===== src/rtl/core/itp_pkg.sv =====
// ----------------------------------------------------------------------------
// itp_pkg
// Shared types and constants for the infix-to-postfix converter: token and
// result codes, operator stack entry layout and stack cell control.
// ----------------------------------------------------------------------------
package itp_pkg;

    localparam int STACK_DEPTH = 16;
    localparam int STACK_CNT_W = $clog2(STACK_DEPTH + 1);

    localparam int CMD_W  = 3;
    localparam int ID_W   = 8;
    localparam int PREC_W = 4;
    localparam int KIND_W = 3;

    typedef enum logic [CMD_W-1:0] {
        CMD_OPERAND  = 3'd0,
        CMD_FUNC     = 3'd1,
        CMD_OPERATOR = 3'd2,
        CMD_LPAREN   = 3'd3,
        CMD_RPAREN   = 3'd4,
        CMD_COMMA    = 3'd5,
        CMD_END      = 3'd6
    } cmd_t;

    typedef enum logic [KIND_W-1:0] {
        OUT_OPERAND  = 3'd0,
        OUT_FUNC     = 3'd1,
        OUT_OPERATOR = 3'd2,
        OUT_END      = 3'd3,
        OUT_ERROR    = 3'd4
    } out_kind_t;

    typedef enum logic [1:0] {
        ENT_FUNC  = 2'd0,
        ENT_OP    = 2'd1,
        ENT_PAREN = 2'd2
    } ent_kind_t;

    typedef struct packed {
        ent_kind_t          kind;
        logic [ID_W-1:0]    id;
        logic [PREC_W-1:0]  prec;
    } entry_t;

    typedef enum logic [1:0] {
        SOP_HOLD = 2'd0,
        SOP_PUSH = 2'd1,
        SOP_POP  = 2'd2
    } stack_op_t;

    typedef struct packed {
        stack_op_t op;
        logic      clear;
        entry_t    push_entry;
    } stack_ctrl_t;

    typedef struct packed {
        entry_t top;
        logic   empty;
        logic   full;
    } stack_stat_t;

    typedef enum logic {
        ST_IDLE = 1'b0,
        ST_WORK = 1'b1
    } state_t;

endpackage


===== src/rtl/core/itp_stack_cell.sv =====
// ----------------------------------------------------------------------------
// itp_stack_cell
// One slot of the shifting operator stack. On a push it takes the entry of
// the slot above, on a pop the entry of the slot below.
// ----------------------------------------------------------------------------
module itp_stack_cell (
    input  logic                clk,
    input  itp_pkg::stack_op_t  op,
    input  itp_pkg::entry_t     above,
    input  itp_pkg::entry_t     below,
    output itp_pkg::entry_t     q
);
    import itp_pkg::*;

    entry_t entry_reg;
    entry_t entry_next;

    always_comb
    begin
        case (op)
            SOP_PUSH: entry_next = above;
            SOP_POP:  entry_next = below;
            default:  entry_next = entry_reg;
        endcase
    end

    always_ff @(posedge clk)
    begin
        entry_reg <= entry_next;
    end

    assign q = entry_reg;

endmodule


===== src/rtl/core/itp_stack.sv =====
// ----------------------------------------------------------------------------
// itp_stack
// Operator stack built as a row of shifting cells; cell 0 is always the top.
// Keeps the fill count and reports top entry, empty and full.
// ----------------------------------------------------------------------------
module itp_stack (
    input  logic                 clk,
    input  logic                 rst_n,
    input  itp_pkg::stack_ctrl_t ctrl,
    output itp_pkg::stack_stat_t stat
);
    import itp_pkg::*;

    entry_t cell_q [STACK_DEPTH];

    logic [STACK_CNT_W-1:0] count_reg;
    logic [STACK_CNT_W-1:0] count_next;

    genvar i;
    generate
        for (i = 0; i < STACK_DEPTH; i++)
        begin : g_cell
            entry_t above;
            entry_t below;

            if (i == 0)
            begin : g_top
                assign above = ctrl.push_entry;
            end
            else
            begin : g_mid
                assign above = cell_q[i-1];
            end

            // bottom slot refills with itself, it lies beyond the count after a pop
            if (i == STACK_DEPTH - 1)
            begin : g_bot
                assign below = cell_q[i];
            end
            else
            begin : g_up
                assign below = cell_q[i+1];
            end

            itp_stack_cell u_cell (
                .clk   (clk),
                .op    (ctrl.op),
                .above (above),
                .below (below),
                .q     (cell_q[i])
            );
        end
    endgenerate

    always_comb
    begin
        count_next = count_reg;
        if (ctrl.clear)
        begin
            count_next = '0;
        end
        else
        begin
            case (ctrl.op)
                SOP_PUSH: count_next = count_reg + STACK_CNT_W'(1);
                SOP_POP:  count_next = count_reg - STACK_CNT_W'(1);
                default:  count_next = count_reg;
            endcase
        end
    end

    always_ff @(posedge clk or negedge rst_n)
    begin
        if (!rst_n)
        begin
            count_reg <= '0;
        end
        else
        begin
            count_reg <= count_next;
        end
    end

    assign stat.top   = cell_q[0];
    assign stat.empty = (count_reg == '0);
    assign stat.full  = (count_reg == STACK_CNT_W'(STACK_DEPTH));

`ifndef NO_ASSERTIONS
    a_count_range: assert property (@(posedge clk) disable iff (!rst_n)
        count_reg <= STACK_CNT_W'(STACK_DEPTH))
        else $error("stack count beyond depth");

    a_no_push_full: assert property (@(posedge clk) disable iff (!rst_n)
        ctrl.op == SOP_PUSH |-> !stat.full)
        else $error("push onto full stack");

    a_no_pop_empty: assert property (@(posedge clk) disable iff (!rst_n)
        ctrl.op == SOP_POP |-> !stat.empty)
        else $error("pop from empty stack");
`endif

endmodule


===== src/rtl/core/infix_to_postfix_converter_unit.sv =====
// ----------------------------------------------------------------------------
// infix_to_postfix_converter_unit
// Shunting-yard converter: classified infix tokens in, postfix tokens out.
// ----------------------------------------------------------------------------
// Usage
//   Token channel: command, token_id, op_precedence, op_right_assoc with
//   token_valid / token_stall. A request is taken when valid is high and
//   stall is low. Tokens are handled one at a time.
//   Result channel: out_kind, out_id, last with result_valid / result_stall;
//   last marks the final result a token causes. A token that causes no
//   result (push, dropped after an error) produces nothing.
//   Flow: the stack pops one entry a cycle unless the result buffer is
//   full and the output register stalled. A right paren pops operators
//   down to its paren, drops the paren, then pops a function waiting behind
//   it. An end token that meets an unmatched paren yields an error, then
//   the end marker. The next token is taken while the final result of the
//   previous one moves to the output register.
//   Stall: a held result_stall freezes the output register; work carries on
//   until the one-deep result buffer is also full, then the block waits.
//   Reset: asynchronous, active low; stack empties, error flag clears and
//   result_valid drops. Stack contents need no clearing.
// ----------------------------------------------------------------------------
module infix_to_postfix_converter_unit (
    input  logic                          clk,
    input  logic                          rst_n,
    input  logic                          token_valid,
    output logic                          token_stall,
    input  logic [itp_pkg::CMD_W-1:0]     command,
    input  logic [itp_pkg::ID_W-1:0]      token_id,
    input  logic [itp_pkg::PREC_W-1:0]    op_precedence,
    input  logic                          op_right_assoc,
    output logic                          result_valid,
    input  logic                          result_stall,
    output logic [itp_pkg::KIND_W-1:0]    out_kind,
    output logic [itp_pkg::ID_W-1:0]      out_id,
    output logic                          last
);
    import itp_pkg::*;

    state_t state_reg;
    state_t state_next;

    cmd_t               cmd_reg,    cmd_next;
    logic [ID_W-1:0]    id_reg,     id_next;
    logic [PREC_W-1:0]  prec_reg,   prec_next;
    logic               rassoc_reg, rassoc_next;

    logic phase_reg,      phase_next;
    logic error_seen_reg, error_seen_next;

    logic              pend_valid_reg, pend_valid_next;
    out_kind_t         pend_kind_reg,  pend_kind_next;
    logic [ID_W-1:0]   pend_id_reg,    pend_id_next;

    logic              out_valid_reg, out_valid_next;
    out_kind_t         out_kind_reg,  out_kind_next;
    logic [ID_W-1:0]   out_id_reg,    out_id_next;
    logic              last_reg,      last_next;

    stack_ctrl_t ctrl;
    stack_stat_t stat;

    // per-cycle decision for the token in hand
    logic            produce;
    out_kind_t       res_kind;
    logic [ID_W-1:0] res_id;
    stack_op_t       sop;
    logic            clr;
    logic            fin;
    logic            phase_set;
    logic            err_set;
    logic            err_clr;
    logic            pop_hit;
    out_kind_t       pop_kind;
    entry_t          push_e;

    logic can_emit;
    logic advance;
    logic take;

    itp_stack u_stack (
        .clk   (clk),
        .rst_n (rst_n),
        .ctrl  (ctrl),
        .stat  (stat)
    );

    assign can_emit    = !out_valid_reg || !result_stall;
    assign token_stall = !((state_reg == ST_IDLE) && (!pend_valid_reg || can_emit));
    assign take        = token_valid && !token_stall;
    assign advance     = (state_reg == ST_WORK) && !(produce && pend_valid_reg && !can_emit);

    assign pop_kind = (stat.top.kind == ENT_FUNC) ? OUT_FUNC : OUT_OPERATOR;

    // operator pops a stacked operator that binds more tightly, or as tightly when left-associative
    assign pop_hit = !stat.empty && (stat.top.kind == ENT_OP) &&
                     (rassoc_reg ? (stat.top.prec > prec_reg) : (stat.top.prec >= prec_reg));

    always_comb
    begin
        produce   = 1'b0;
        res_kind  = OUT_ERROR;
        res_id    = '0;
        sop       = SOP_HOLD;
        clr       = 1'b0;
        fin       = 1'b0;
        phase_set = 1'b0;
        err_set   = 1'b0;
        err_clr   = 1'b0;

        push_e.id   = id_reg;
        push_e.prec = prec_reg;
        case (cmd_reg)
            CMD_FUNC:     push_e.kind = ENT_FUNC;
            CMD_OPERATOR: push_e.kind = ENT_OP;
            default:      push_e.kind = ENT_PAREN;
        endcase

        if (error_seen_reg && (cmd_reg != CMD_END))
        begin
            fin = 1'b1;
        end
        else
        begin
            case (cmd_reg)
                CMD_OPERAND:
                begin
                    produce  = 1'b1;
                    res_kind = OUT_OPERAND;
                    res_id   = id_reg;
                    fin      = 1'b1;
                end
                CMD_FUNC, CMD_LPAREN:
                begin
                    fin = 1'b1;
                    if (stat.full)
                    begin
                        produce = 1'b1;
                        err_set = 1'b1;
                    end
                    else
                    begin
                        sop = SOP_PUSH;
                    end
                end
                CMD_OPERATOR:
                begin
                    if (pop_hit)
                    begin
                        produce  = 1'b1;
                        res_kind = pop_kind;
                        res_id   = stat.top.id;
                        sop      = SOP_POP;
                    end
                    else if (stat.full)
                    begin
                        produce = 1'b1;
                        err_set = 1'b1;
                        fin     = 1'b1;
                    end
                    else
                    begin
                        sop = SOP_PUSH;
                        fin = 1'b1;
                    end
                end
                CMD_RPAREN:
                begin
                    if (phase_reg)
                    begin
                        // paren already dropped, a waiting function follows it out
                        fin = 1'b1;
                        if (!stat.empty && (stat.top.kind == ENT_FUNC))
                        begin
                            produce  = 1'b1;
                            res_kind = OUT_FUNC;
                            res_id   = stat.top.id;
                            sop      = SOP_POP;
                        end
                    end
                    else if (stat.empty)
                    begin
                        produce = 1'b1;
                        err_set = 1'b1;
                        fin     = 1'b1;
                    end
                    else if (stat.top.kind == ENT_PAREN)
                    begin
                        sop       = SOP_POP;
                        phase_set = 1'b1;
                    end
                    else
                    begin
                        produce  = 1'b1;
                        res_kind = pop_kind;
                        res_id   = stat.top.id;
                        sop      = SOP_POP;
                    end
                end
                CMD_COMMA:
                begin
                    if (stat.empty)
                    begin
                        produce = 1'b1;
                        err_set = 1'b1;
                        fin     = 1'b1;
                    end
                    else if (stat.top.kind == ENT_PAREN)
                    begin
                        fin = 1'b1;
                    end
                    else
                    begin
                        produce  = 1'b1;
                        res_kind = pop_kind;
                        res_id   = stat.top.id;
                        sop      = SOP_POP;
                    end
                end
                CMD_END:
                begin
                    if (!phase_reg && !error_seen_reg && !stat.empty)
                    begin
                        produce = 1'b1;
                        if (stat.top.kind == ENT_PAREN)
                        begin
                            // unmatched left paren: error, then the end marker
                            phase_set = 1'b1;
                        end
                        else
                        begin
                            res_kind = pop_kind;
                            res_id   = stat.top.id;
                            sop      = SOP_POP;
                        end
                    end
                    else
                    begin
                        produce  = 1'b1;
                        res_kind = OUT_END;
                        clr      = 1'b1;
                        err_clr  = 1'b1;
                        fin      = 1'b1;
                    end
                end
                default:
                begin
                    produce = 1'b1;
                    err_set = 1'b1;
                    fin     = 1'b1;
                end
            endcase
        end
    end

    assign ctrl.op         = advance ? sop : SOP_HOLD;
    assign ctrl.clear      = advance && clr;
    assign ctrl.push_entry = push_e;

    always_comb
    begin
        state_next      = state_reg;
        cmd_next        = cmd_reg;
        id_next         = id_reg;
        prec_next       = prec_reg;
        rassoc_next     = rassoc_reg;
        phase_next      = phase_reg;
        error_seen_next = error_seen_reg;
        pend_valid_next = pend_valid_reg;
        pend_kind_next  = pend_kind_reg;
        pend_id_next    = pend_id_reg;
        out_valid_next  = out_valid_reg;
        out_kind_next   = out_kind_reg;
        out_id_next     = out_id_reg;
        last_next       = last_reg;

        if (out_valid_reg && !result_stall)
        begin
            out_valid_next = 1'b0;
        end

        case (state_reg)
            ST_IDLE:
            begin
                // the buffered result is the final one of the previous token
                if (pend_valid_reg && can_emit)
                begin
                    out_valid_next  = 1'b1;
                    out_kind_next   = pend_kind_reg;
                    out_id_next     = pend_id_reg;
                    last_next       = 1'b1;
                    pend_valid_next = 1'b0;
                end
                if (take)
                begin
                    cmd_next    = cmd_t'(command);
                    id_next     = token_id;
                    prec_next   = op_precedence;
                    rassoc_next = op_right_assoc;
                    phase_next  = 1'b0;
                    state_next  = ST_WORK;
                end
            end
            ST_WORK:
            begin
                if (advance)
                begin
                    if (produce)
                    begin
                        if (pend_valid_reg)
                        begin
                            out_valid_next = 1'b1;
                            out_kind_next  = pend_kind_reg;
                            out_id_next    = pend_id_reg;
                            last_next      = 1'b0;
                        end
                        pend_valid_next = 1'b1;
                        pend_kind_next  = res_kind;
                        pend_id_next    = res_id;
                    end
                    if (phase_set)
                    begin
                        phase_next = 1'b1;
                    end
                    if (err_set)
                    begin
                        error_seen_next = 1'b1;
                    end
                    else if (err_clr)
                    begin
                        error_seen_next = 1'b0;
                    end
                    if (fin)
                    begin
                        state_next = ST_IDLE;
                    end
                end
            end
            default:
            begin
                state_next = ST_IDLE;
            end
        endcase
    end

    always_ff @(posedge clk or negedge rst_n)
    begin
        if (!rst_n)
        begin
            state_reg <= ST_IDLE;
        end
        else
        begin
            state_reg <= state_next;
        end
    end

    always_ff @(posedge clk or negedge rst_n)
    begin
        if (!rst_n)
        begin
            phase_reg      <= 1'b0;
            error_seen_reg <= 1'b0;
            pend_valid_reg <= 1'b0;
            out_valid_reg  <= 1'b0;
        end
        else
        begin
            phase_reg      <= phase_next;
            error_seen_reg <= error_seen_next;
            pend_valid_reg <= pend_valid_next;
            out_valid_reg  <= out_valid_next;
        end
    end

    always_ff @(posedge clk)
    begin
        cmd_reg       <= cmd_next;
        id_reg        <= id_next;
        prec_reg      <= prec_next;
        rassoc_reg    <= rassoc_next;
        pend_kind_reg <= pend_kind_next;
        pend_id_reg   <= pend_id_next;
        out_kind_reg  <= out_kind_next;
        out_id_reg    <= out_id_next;
        last_reg      <= last_next;
    end

    assign result_valid = out_valid_reg;
    assign out_kind     = out_kind_reg;
    assign out_id       = out_id_reg;
    assign last         = last_reg;

`ifndef NO_ASSERTIONS
    a_end_is_last: assert property (@(posedge clk) disable iff (!rst_n)
        result_valid && (out_kind_reg == OUT_END) |-> last)
        else $error("end marker without last");

    a_take_starts_work: assert property (@(posedge clk) disable iff (!rst_n)
        take |=> state_reg == ST_WORK)
        else $error("request taken but no work started");

    a_end_clears_error: assert property (@(posedge clk) disable iff (!rst_n)
        advance && (cmd_reg == CMD_END) && fin |=> !error_seen_reg)
        else $error("error flag still set after end marker");
`endif

endmodule


===== config.mk =====
export PLATFORM = sky130hd
export DESIGN_NAME = infix_to_postfix_converter_unit
export DESIGN_NICKNAME = d
export VERILOG_FILES = /design/src/rtl/core/itp_pkg.sv /design/src/rtl/core/itp_stack_cell.sv /design/src/rtl/core/itp_stack.sv /design/src/rtl/core/infix_to_postfix_converter_unit.sv
export SDC_FILE = /design/constraint.sdc
export NUM_CORES = 1
export LEC_CHECK = 0
export CAP_MARGIN = 40
export CORE_ASPECT_RATIO = 0.7
export CORE_MARGIN = 1.5
export CORE_UTILIZATION = 68
export DETAILED_ROUTE_END_ITERATION = 10
export DONT_BUFFER_PORTS = 1
export MAX_ROUTING_LAYER = met4
export PLACE_DENSITY = 0.81
export SLEW_MARGIN = 20
export SYNTH_ARGS = -nofsm -noshare
export SYNTH_HDL_FRONTEND = slang
export SYNTH_SLANG_ARGS = --single-unit
export TNS_END_PERCENT = 5

===== constraint.sdc =====
create_clock -name clk -period 19.1 [get_ports clk]
set_input_delay 5.73 -clock clk [delete_from_list [all_inputs] [get_ports clk]]
set_output_delay 5.73 -clock clk [all_outputs]
set_load 0.1 [all_outputs]

Word-level counts from Yosys, hierarchy flattened
Cells that the tools add are included.
Cells by class
  add/sub/neg operators: 2
  multipliers: 0
  div/mod/pow operators: 0
  $lt $le $gt $ge: 2
  eq/ne operators: 18
  shift-type cells: 0
  multiplexer cells: 107
  bitwise logic cells: 1
  reductions and logical operators: 39
Operators with widths (number)
  $pmux W14 S2: 15
  $mux W8: 10
  $mux W1: 45
  $pmux W8 S5: 1
  $mux W3: 10
  $mux W2: 10
  $pmux W8 S2: 1
  $pmux W3 S5: 1
  $logic_and A1 B1 Y1: 14
  $pmux W1 S2: 6
  $reduce_and A3 Y1: 4
  $ne A2 B1 Y1 const B: 5
  $pmux W2 S5: 1
  $pmux W5 S2: 1
  $eq A3 B3 Y1 const B: 3
  $logic_not A1 Y1: 9
  $pmux W1 S4: 2
  $eq A3 B2 Y1 const B: 2
  $pmux W3 S2: 1
  $add A5 B1 Y5 const B: 1
  $eq A5 B5 Y1 const B: 1
  $logic_not A5 Y1: 1
  $mux W5: 1
  $pmux W1 S5: 1
  other kinds (18): 23
Storage, ports and cells
  register bits: 273
  latch bits: 0
  RAM bits: 0
  ROM bits: 0
  input bits: 20
  output and inout bits: 14
  logic and storage cells: 232
  memories: 0

Logic depth before layout (Yosys ltp)
Gate-level depths: netlist of run 1.
  depth in word-level cells: 15
  gate-level depth with buffers: 16
  mapped depth without buffers: 16

By module
From an unflattened synthesis of run 1, not the netlist that was laid out.
Unflattened totals
  cells, all modules: 725
  area total of the unflattened synthesis: 12265.5 µm²
Modules (own cells, without submodules)
  itp_stack_cell: instances 16, cells each 32, area each 609.3 µm², sequential area each 420.4 µm²
  infix_to_postfix_converter_unit: instances 1, cells each 171, area each 2130.8 µm², sequential area each 1296.2 µm²
  itp_stack: instances 1, cells each 42, area each 385.4 µm², sequential area each 125.1 µm²

Worst setup path after synthesis of run 1
Ideal clock, no wire load.
  path type: input to output
  start: in result_stall
  end: out token_stall
  arrival time: 6561 ps
  setup slack: 6809 ps
  stages: 3
  buffers on the path: 0
  path through: and3_1 nor2_1 inv_1
Between the ends
  cells in the longest elaborated chain, start to end: 5
Ends and longest elaborated chain
  start: declaration: line infix_to_postfix_converter_unit.sv:33  | input logic result_stall,
  $logic_not A1 Y1: line infix_to_postfix_converter_unit.sv:88  | assign can_emit = !out_valid_reg || !result_stall;
  $logic_or A1 B1 Y1: line infix_to_postfix_converter_unit.sv:88
  $logic_or A1 B1 Y1: line infix_to_postfix_converter_unit.sv:89  | assign token_stall = !((state_reg == ST_IDLE) && (!pend_valid_reg || can_emit));
  $logic_and A1 B1 Y1: line infix_to_postfix_converter_unit.sv:89
  $logic_not A1 Y1: line infix_to_postfix_converter_unit.sv:89
  end: declaration: line infix_to_postfix_converter_unit.sv:27  | output logic token_stall,
Every way passes these cells.

Final worst setup path of run 1
Same ends and word-level chain as after synthesis.

==> reports/results.ini, run 1 <==
[status]
status = complete, no violations

[worst_hold_path]
min_from = pend_kind_reg[0]$_SDFFCE_PP0P_
min_to = out_kind[0]$_DFFE_PP_
whs_path_depth = 0
hold_path_class = reg -> reg

[power]
p_per_area_nw_per_um2 = 128
p_leak_nw = 4.31
vdd_drop_max_mv = 0.0850
p_total_mw = 1.67

[synthesis]
ys_seq_elements = 273
syn_nets = 716
synth_warnings = 0
yosysSeqAreaShare = 0.702
syn_avg_cell_area_um2 = 16.9
synth_flop_cell = edfxtp_1
netlist_area_um2 = 11600
synth-edff-count = 263
postSynthCellCount = 686
synthArstFlopShare = 0.0366
ys_types = 44

[sta]
worst_slew_pin_slew_ps = 907
worst_slack_ps = 6740
slew_headroom = 0.397
setup-violations-final = 0
post-route-min-period_ps = 12360
finalMaxSlewViolations = 0
fin_crit_sh = 0.647
skew_ps = 13.6
hold_slack_ps = 419
final_hold_viol_count = 0
max_freq_mhz = 80.9
rsz0062_at_grt = no
fin_tns_setup_ps = 0

[global_route]
overflow = 0
grt_first_pass_wirelength_um = 31800
first_global_vias = 6055
grt_max_degree = 121
grt_antenna_before_repair = 0
grt_usage = 0.233

[placed_design]
place_ws_ps = 6750
port_buffers = 0
dpl.hpwl_um = 12400
gp_congestion = 0.853
dp.cells = 895
dpl_cell_area_um2 = 12000

[finish]
final_common_cell = edfxtp_1
n_antenna_cell = 0
drive_gt1_frac = 0.373
final_util = 0.788
area_growth_pct = 12.0
largest_reg_flops = 224
layout_common_cells = edfxtp_1 (263), mux2_2 (203), nor2_1 (32), clkbuf_16 (27), nand2_1 (26)
stdcell_area_um2 = 13000
final_nets = 734
fin_cells = 947

[clock_network]
cts_inserted_buffers = 25
root_buffer = clkbuf_16
cts.clk_slew.worst_paths_ps = 60
clockBufferDepth = 3
cts.sinks = 273
cts_resized = 0
cts_hold_buf = 0
clk-insertion-delay-late_ps = 520
cts_tree = yes
cts_setup_buffers = 0
cts_max_level = 1

[detailed_routing]
vias_per_cell = 6.25
ant_nets = 0
drt_iter0_markers = 606
drt_wl_total_um = 19900
route.detailed.drc = 0
dr_total_vias = 5917
firstDrtPassIters = 7
avgRoutedWirePerCell_um = 21.0

[die]
dieArea_um2 = 17900
start_util = 0.704
fp.dieW_um = 159
fp-row-count = 39
die_h_um = 112
ios = 34
core_um2 = 16500

[setup_path]
reg2regPathDepth = 11
crit_path_start_kind = primary input
r2r_slack_ps = 14510
critPathRequiredTime_ps = 13370
cp_max_fo = 4
slowest_stage = inv_1
rr_startpoint = prec_reg[0]$_DFFE_PP_
worstPathCellList = and3_1 -> nor2_1 -> inv_1
critPathKind = in -> out
cp.arrival_ps = 6630
r2r-end = u_stack.g_cell[5].u_cell.q[10]$_DFFE_PP_
end_kind = primary output
cpPeakStageDelay_ps = 620

[run]
max_cap_violations = 0

==> where the power goes <==
group	internal [mW]	switching (mW)	leakage, nW
clock network	0.282	0.212	0.385
logic	0.132	0.193	1.40
registers	0.784	0.0682	2.53
total	1.20	0.473	4.31
==> kinds of logic (layout without fill, tap and decap cells) <==
logic type	after synthesis	count (layout)	share of synthesized area
DFF	273	273	0.702
muxes	203	203	0.197
and+or+nand+nor	83	83	0.0339
AOI/OAI and AO/OA	69	69	0.0386
buffers and inverters	43	79	0.0139
adders and majority gates	10	10	0.0114
xor gates and xnor gates	5	5	0.00377
==> area by class of cell <==
type | instances | area, um^2
repair buffers | 22 | 398
clock buffers | 29 | 641
flip-flops and latches | 273 | 8150
fillers | 903 | 3490
multi-input cells | 370 | 3320
inverters | 12 | 52.6
clock inverters | 16 | 165
well taps | 225 | 282
==> routing by layer <==
layer  track usage  wire length (um)  vias up
li1              -                 -     2699
met1         0.329              8930     3003
met2         0.354              9490      177
met3        0.0432              1030       38
met4        0.0623               416        0
met5             -                 0        -
==> critical path, delay by kind of cell <==
| family | cells | cell delay [ps] |
|---|---|---|
| and+or+nand+nor | 2 | 280 |
| buffers and inverters | 1 | 620 |
==> worst max path at each step <==
stage / startpoint / to / slack (ps) / depth (start not counted)
6_report: result_stall / token_stall / 6740 / 3
5_1_grt: result_stall / token_stall / 6700 / 3
4_1_cts: result_stall / token_stall / 6750 / 3
3_5_place_dp: result_stall / token_stall / 6750 / 3
3_3_place_gp: result_stall / token_stall / 6770 / 3
2_1_floorplan: result_stall / token_stall / 6810 / 3
==> synthesized netlist by cell type (3+ instances only) <==
cell type  instances  area [um^2]
o21ai_0           16         80.1
xnor2_1            3         26.3
edfxtp_1         263         7900
a31oi_1            3         18.8
nand3_1            4         20.0
nor2_1            32          120
a22oi_1            8         60.1
nand2b_1           4         25.0
inv_1             12         45.0
a21oi_1           16         80.1
dfrtp_1           10          250
clkbuf_1          31          116
ha_1               9          113
a21o_1             5         37.5
mux2_2           203         2290
nor3_1             4         20.0
nand2_1           26         97.6
(Power assumes the default switching activity.)
==> run 2, diff against run 1 <==
--- a/config.mk
+++ b/config.mk
@@ -8,11 +8,11 @@
 export CAP_MARGIN = 40
 export CORE_ASPECT_RATIO = 0.7
 export CORE_MARGIN = 1.5
-export CORE_UTILIZATION = 68
+export CORE_UTILIZATION = 57
 export DETAILED_ROUTE_END_ITERATION = 10
 export DONT_BUFFER_PORTS = 1
 export MAX_ROUTING_LAYER = met4
-export PLACE_DENSITY = 0.81
+export PLACE_DENSITY = 0.72
 export SLEW_MARGIN = 20
 export SYNTH_ARGS = -nofsm -noshare
 export SYNTH_HDL_FRONTEND = slang
==> constraint.sdc (replaced) <==
create_clock -name clk -period 10.75 [get_ports clk]
set_input_delay 3.225 -clock clk [delete_from_list [all_inputs] [get_ports clk]]
set_output_delay 3.225 -clock clk [all_outputs]
set_load 0.1 [all_outputs]
==> run 2 against run 1 <==
Final cell count rose by 4.4%. Clock power grew 72%. Register-to-register slack worse by 8400 ps. Critical path depth did not move. Hold slack got worse by 0.78 ps. Design area fell by 0.94%. Global-route usage shrank 5.0 points. First-iteration DRC count shrank 18%. Sequential power grew 81%. Critical endpoint unchanged. Highest routed layer unchanged.
==> reports/results.ini, run 2 (same netlist as run 1, synthesis figures left out) <==
[power]
vdd_drop_max_mv = 0.133
p_leak_nw = 4.23
p_per_area_nw_per_um2 = 225

[global_route]
grt_first_pass_wirelength_um = 30000
grt_antenna_before_repair = 0
first_global_vias = 5784
grt_max_degree = 123
grt_usage = 0.182
overflow = 0

[placed_design]
gp_congestion = 0.871
port_buffers = 0
dpl.hpwl_um = 11700

[setup_path]
critPathKind = in -> out
cp_max_fo = 4
rr_startpoint = prec_reg[0]$_DFFE_PP_
crit_path_start_kind = primary input
reg2regPathDepth = 16
r2r_slack_ps = 6160
critPathRequiredTime_ps = 7530
cp.arrival_ps = 4130
endpoint = token_stall
critPathLaunch = result_stall
end_kind = primary output
r2r-end = u_stack.count_reg[4]$_DFFE_PN0P_

[finish]
largest_reg_flops = 224
n_antenna_cell = 0
layout_common_cells = edfxtp_1 (263), mux2_2 (203), nor2_1 (32), nand2_1 (26), clkbuf_16 (26)
drive_gt1_frac = 0.363
final_common_cell = edfxtp_1
fillers = 1394
area_growth_pct = 10.9
final_nets = 729
seq_area_um2 = 8150
multi_input_area_um2 = 3320

[die]
ios = 34
fp.dieW_um = 174
dieArea_um2 = 21300
die_h_um = 122
fp-row-count = 43
core_um2 = 19900
start_util = 0.583

[detailed_routing]
route.detailed.drc = 0
firstDrtPassIters = 5
ant_nets = 0
vias_per_cell = 5.78
drt_iter0_markers = 496
drt_wl_total_um = 18400
dr_total_vias = 5714
avgRoutedWirePerCell_um = 18.6

[sta]
post-route-min-period_ps = 7360
worst_slew_pin_slew_ps = 918
fin_tns_setup_ps = 0
setup-violations-final = 0
slew_headroom = 0.390
skew_ps = 21.1
fin_crit_sh = 0.685
finalMaxSlewViolations = 0
max_freq_mhz = 136
rsz0062_at_grt = no
hold_slack_ps = 418
final_hold_viol_count = 0

[clock_network]
root_buffer = clkbuf_16
cts_hold_buf = 0
clk-insertion-delay-late_ps = 540
cts_tree = yes
cts_max_level = 1
cts.sinks = 273
cts.clk_slew.worst_paths_ps = 60
cts_setup_buffers = 0
cts_inserted_buffers = 26
cts_resized = 0
clockBufferDepth = 3

[status]
status = complete, no violations

[worst_hold_path]
hold_path_class = reg -> reg
min_from = pend_kind_reg[2]$_SDFFCE_PP1P_

[run]
max_cap_violations = 0

==> run 2: cell count changes in the layout (fill, tap and decap cells not counted), moves of 2 or more <==
| cell | change |
|---|---|
| clkbuf_1 | +6 |
| bufinv_16 | -2 |
| buf_16 | -5 |
| clkinvlp_4 | -2 |
==> run 2: final cells by class <==
class / instances / share of cell area
Multi-Input combinational cell: 370 / 0.258
Tap cell: 270 / 0.0262
Inverter: 12 / 0.00408
Clock buffer: 36 / 0.0534
Timing Repair Buffer: 16 / 0.0182
Clock inverter: 12 / 0.00797
Sequential cell: 273 / 0.633
==> run 2: report_power, final <==
part	switching (mW)	leakage (nW)	internal, mW
sequential	0.147	2.53	1.39
combinational	0.295	1.32	0.212
clock	0.372	0.381	0.475
==> run 2: per-layer routing <==
layer | vias to the layer above | part of all wire | global-route usage
li1 | 2696 | - | -
met1 | 2872 | 0.47 | 0.254
met2 | 121 | 0.47 | 0.283
met3 | 25 | 0.044 | 0.0350
met4 | 0 | 0.015 | 0.0431
met5 | - | 0 | -
==> run 2: critical path, cell delays in order <==
cell    delay, ps
and3_1        190
nor2_1         90
inv_1         630
==> run 2: how the worst min path moves through the flow <==
stage	endpoint	slack [ps]	cells past startpoint
3_5_place_dp	out_kind[1]$_DFFE_PP_	400	0
6_report	out_kind[2]$_DFFE_PP_	420	0
2_1_floorplan	out_id[0]$_DFFE_PP_	400	0
3_3_place_gp	out_id[3]$_DFFE_PP_	410	0
5_1_grt	out_kind[2]$_DFFE_PP_	430	0
4_1_cts	out_kind[2]$_DFFE_PP_	420	0
==> run 2: through the flow <==
stage | cell area, um^2 | utilization | total power [mW] | std cells | setup slack [ps]
6_report | 12900 | 0.647 | 2.89 | 989 | 3390
5_1_grt | 12900 | 0.647 | 3.02 | 989 | 3350
4_1_cts | 12900 | 0.646 | 2.91 | 987 | 3410
3_5_place_dp | 12100 | 0.607 | 2.06 | 939 | 3410
3_3_place_gp | 11900 | 0.597 | 2.00 | 928 | 3430
2_1_floorplan | 11600 | - | 1.93 | 686 | 2240
==> run 3, diff against run 2 <==
--- a/config.mk
+++ b/config.mk
@@ -5,6 +5,7 @@
 export SDC_FILE = /design/constraint.sdc
 export NUM_CORES = 1
 export LEC_CHECK = 0
+export ABC_AREA = 1
 export CAP_MARGIN = 40
 export CORE_ASPECT_RATIO = 0.7
 export CORE_MARGIN = 1.5
==> constraint.sdc (replaced) <==
create_clock -name clk -period 6 [get_ports clk]
set_input_delay 1.8 -clock clk [delete_from_list [all_inputs] [get_ports clk]]
set_output_delay 1.8 -clock clk [all_outputs]
set_load 0.1 [all_outputs]
==> run 3 against run 2 <==
Setup slack got worse by 1400 ps. Clock power increased by 82%. Via count increased by 24%. Critical endpoint unchanged. Critical path depth increased by 2. Power increased by 110%. Clock skew decreased by 12 ps. Critical path type unchanged. Final cell count increased by 34%. First-iteration DRC count increased by 34%. Register-to-register slack got worse by 4000 ps.
==> reports/results.ini, run 3 <==
[status]
status = complete, no violations

[finish]
final_common_cell = nand2_1
fillers = 1511
layout_common_cells = nand2_1 (277), edfxtp_1 (263), o21ai_0 (214), inv_1 (132), clkbuf_16 (25)
multi_input_area_um2 = 2810
drive_gt1_frac = 0.0832
largest_reg_flops = 224
area_growth_pct = 10.6
fin_cells = 1328
stdcell_area_um2 = 12900
n_antenna_cell = 0
final_nets = 1071
seq_area_um2 = 8150

[setup_path]
critPathKind = in -> out
cp_common_cell = nand2_1
cpPeakStageDelay_ps = 210
crit_path_start_kind = primary input
worstPathCellList = nand2_8 -> inv_2 -> nand2_1 -> nand2_1 -> buf_8
reg2regPathDepth = 15
crit_cells = 5
r2r_slack_ps = 2190
endpoint = token_stall
critPathRequiredTime_ps = 4200
cp.arrival_ps = 2250
cp.buffers_inverters = 2
critPathLaunch = result_stall
end_kind = primary output
cpLargestDelayFamily = buffers and inverters
r2r-end = u_stack.g_cell[0].u_cell.q[12]$_DFFE_PP_
cp_max_fo = 2
slowest_stage = buf_8
rr_startpoint = cmd_reg[0]$_DFFE_PP_

[clock_network]
cts_max_level = 1
cts_setup_buffers = 0
cts_tree = yes
cts_hold_buf = 0
clk-insertion-delay-late_ps = 530
root_buffer = clkbuf_16
clockBufferDepth = 3
cts_inserted_buffers = 25
cts.clk_slew.worst_paths_ps = 60
cts.sinks = 273
cts_resized = 0

[synthesis]
synth_top_area_share = 0.678
yosysMostFrequentCell = nand2_1
syn_avg_cell_area_um2 = 11.1
netlist_area_um2 = 11600
ys_seq_elements = 273
synth_warnings = 0
synth_area_leaders = edfxtp_1 (68%), o21ai_0 (9.2%), nand2_1 (9.0%)
syn_nets = 1075
yosysTopAreaCell = edfxtp_1
ys_top_cells_by_count = nand2_1 (278), edfxtp_1 (263), o21ai_0 (214)
ys_types = 33
postSynthCellCount = 1045
synth-edff-count = 263
yosysSeqAreaShare = 0.699
synthArstFlopShare = 0.0366
synth_flop_cell = edfxtp_1

[power]
internal_power_mw = 4.18
p_per_area_nw_per_um2 = 482
p_leak_nw = 4.98
power_switching_mw = 2.03
vdd_drop_max_mv = 0.243
p_seq_frac = 0.515
p_total_mw = 6.21
clkPwrFrac = 0.249
p_sw_frac = 0.327
combPwrFrac = 0.236

[detailed_routing]
drt_iter0_markers = 667
avgRoutedWirePerCell_um = 15.3
vias_per_cell = 5.35
route.detailed.drc = 0
dr_total_vias = 7105
firstDrtPassIters = 6
ant_nets = 0
drt_wl_total_um = 20300

[die]
die_h_um = 123
ios = 34
fp-row-count = 43
fp.dieW_um = 174
dieArea_um2 = 21300
start_util = 0.585
core_um2 = 19900

[run]
max_cap_violations = 0

[sta]
post-route-min-period_ps = 4050
fin_crit_sh = 0.675
skew_ps = 9.02
finalMaxSlewViolations = 0
slew_headroom = 0.402
rsz0062_at_grt = no
fin_tns_setup_ps = 0
final_hold_viol_count = 0
setup-violations-final = 0
max_freq_mhz = 247
worst_slack_ps = 1950
worst_slew_pin_slew_ps = 899

[placed_design]
dpl_cell_area_um2 = 12100
port_buffers = 0
place_ws_ps = 1900
gp_congestion = 0.908
dpl.hpwl_um = 12100
dp.cells = 1283

[global_route]
first_global_vias = 6833
grt_usage = 0.200
overflow = 0
grt_antenna_before_repair = 0
grt_max_degree = 202
grt_first_pass_wirelength_um = 33400

[worst_hold_path]
hold_path_class = reg -> reg
min_from = pend_id_reg[7]$_SDFFCE_PP0P_

[run 3: cells by family after synthesis]
kind of cell / count (synthesis) / synth area share
fa+ha+maj: 10 / 0.0114
simple gates: 328 / 0.117
xor+xnor: 4 / 0.00301
compound gates: 240 / 0.105
buf+inv: 188 / 0.0621
mux: 2 / 0.00172
flops: 273 / 0.699
[run 3: stage by stage]
step	hold WS, ps	util
4_1_cts	422	0.646
5_1_grt	428	0.647
2_1_floorplan	400	-
6_report	422	0.647
3_3_place_gp	403	0.598
3_5_place_dp	406	0.607
[run 3: worst min path at each step]
stage,end,slack (ps),cells after the start
floorplan,out_id[0]$_DFFE_PP_,400,0
global placement,out_id[6]$_DFFE_PP_,400,0
detailed placement,out_id[3]$_DFFE_PP_,410,0
CTS,out_id[3]$_DFFE_PP_,420,0
global route,out_id[7]$_DFFE_PP_,430,0
finish,out_id[7]$_DFFE_PP_,420,0
[run 3: cell type report]
| class | instances | share of cell area |
|---|---|---|
| flip-flops and latches | 273 | 0.632 |
| clock inverters | 14 | 0.0107 |
| well taps | 270 | 0.0262 |
| inverters | 139 | 0.0410 |
| repair buffers | 18 | 0.0222 |
| multi-input cells | 584 | 0.218 |
| clock buffers | 30 | 0.0500 |
[run 3: metal layers]
metal  global-route usage  part of all wire
met5                    -                 0
met4               0.0463             0.019
met2                0.285              0.43
met3               0.0369             0.046
met1                0.299              0.50
[run 3: power by group through the flow]
stage | Clock, mW | Sequential, mW | Combinational (mW)
3_5_place_dp | 0 | 3.24 | 1.44
2_1_floorplan | 0 | 3.28 | 1.00
3_3_place_gp | 0 | 3.28 | 1.27
5_1_grt | 1.64 | 3.25 | 1.66
4_1_cts | 1.57 | 3.21 | 1.45
6_report | 1.54 | 3.20 | 1.47
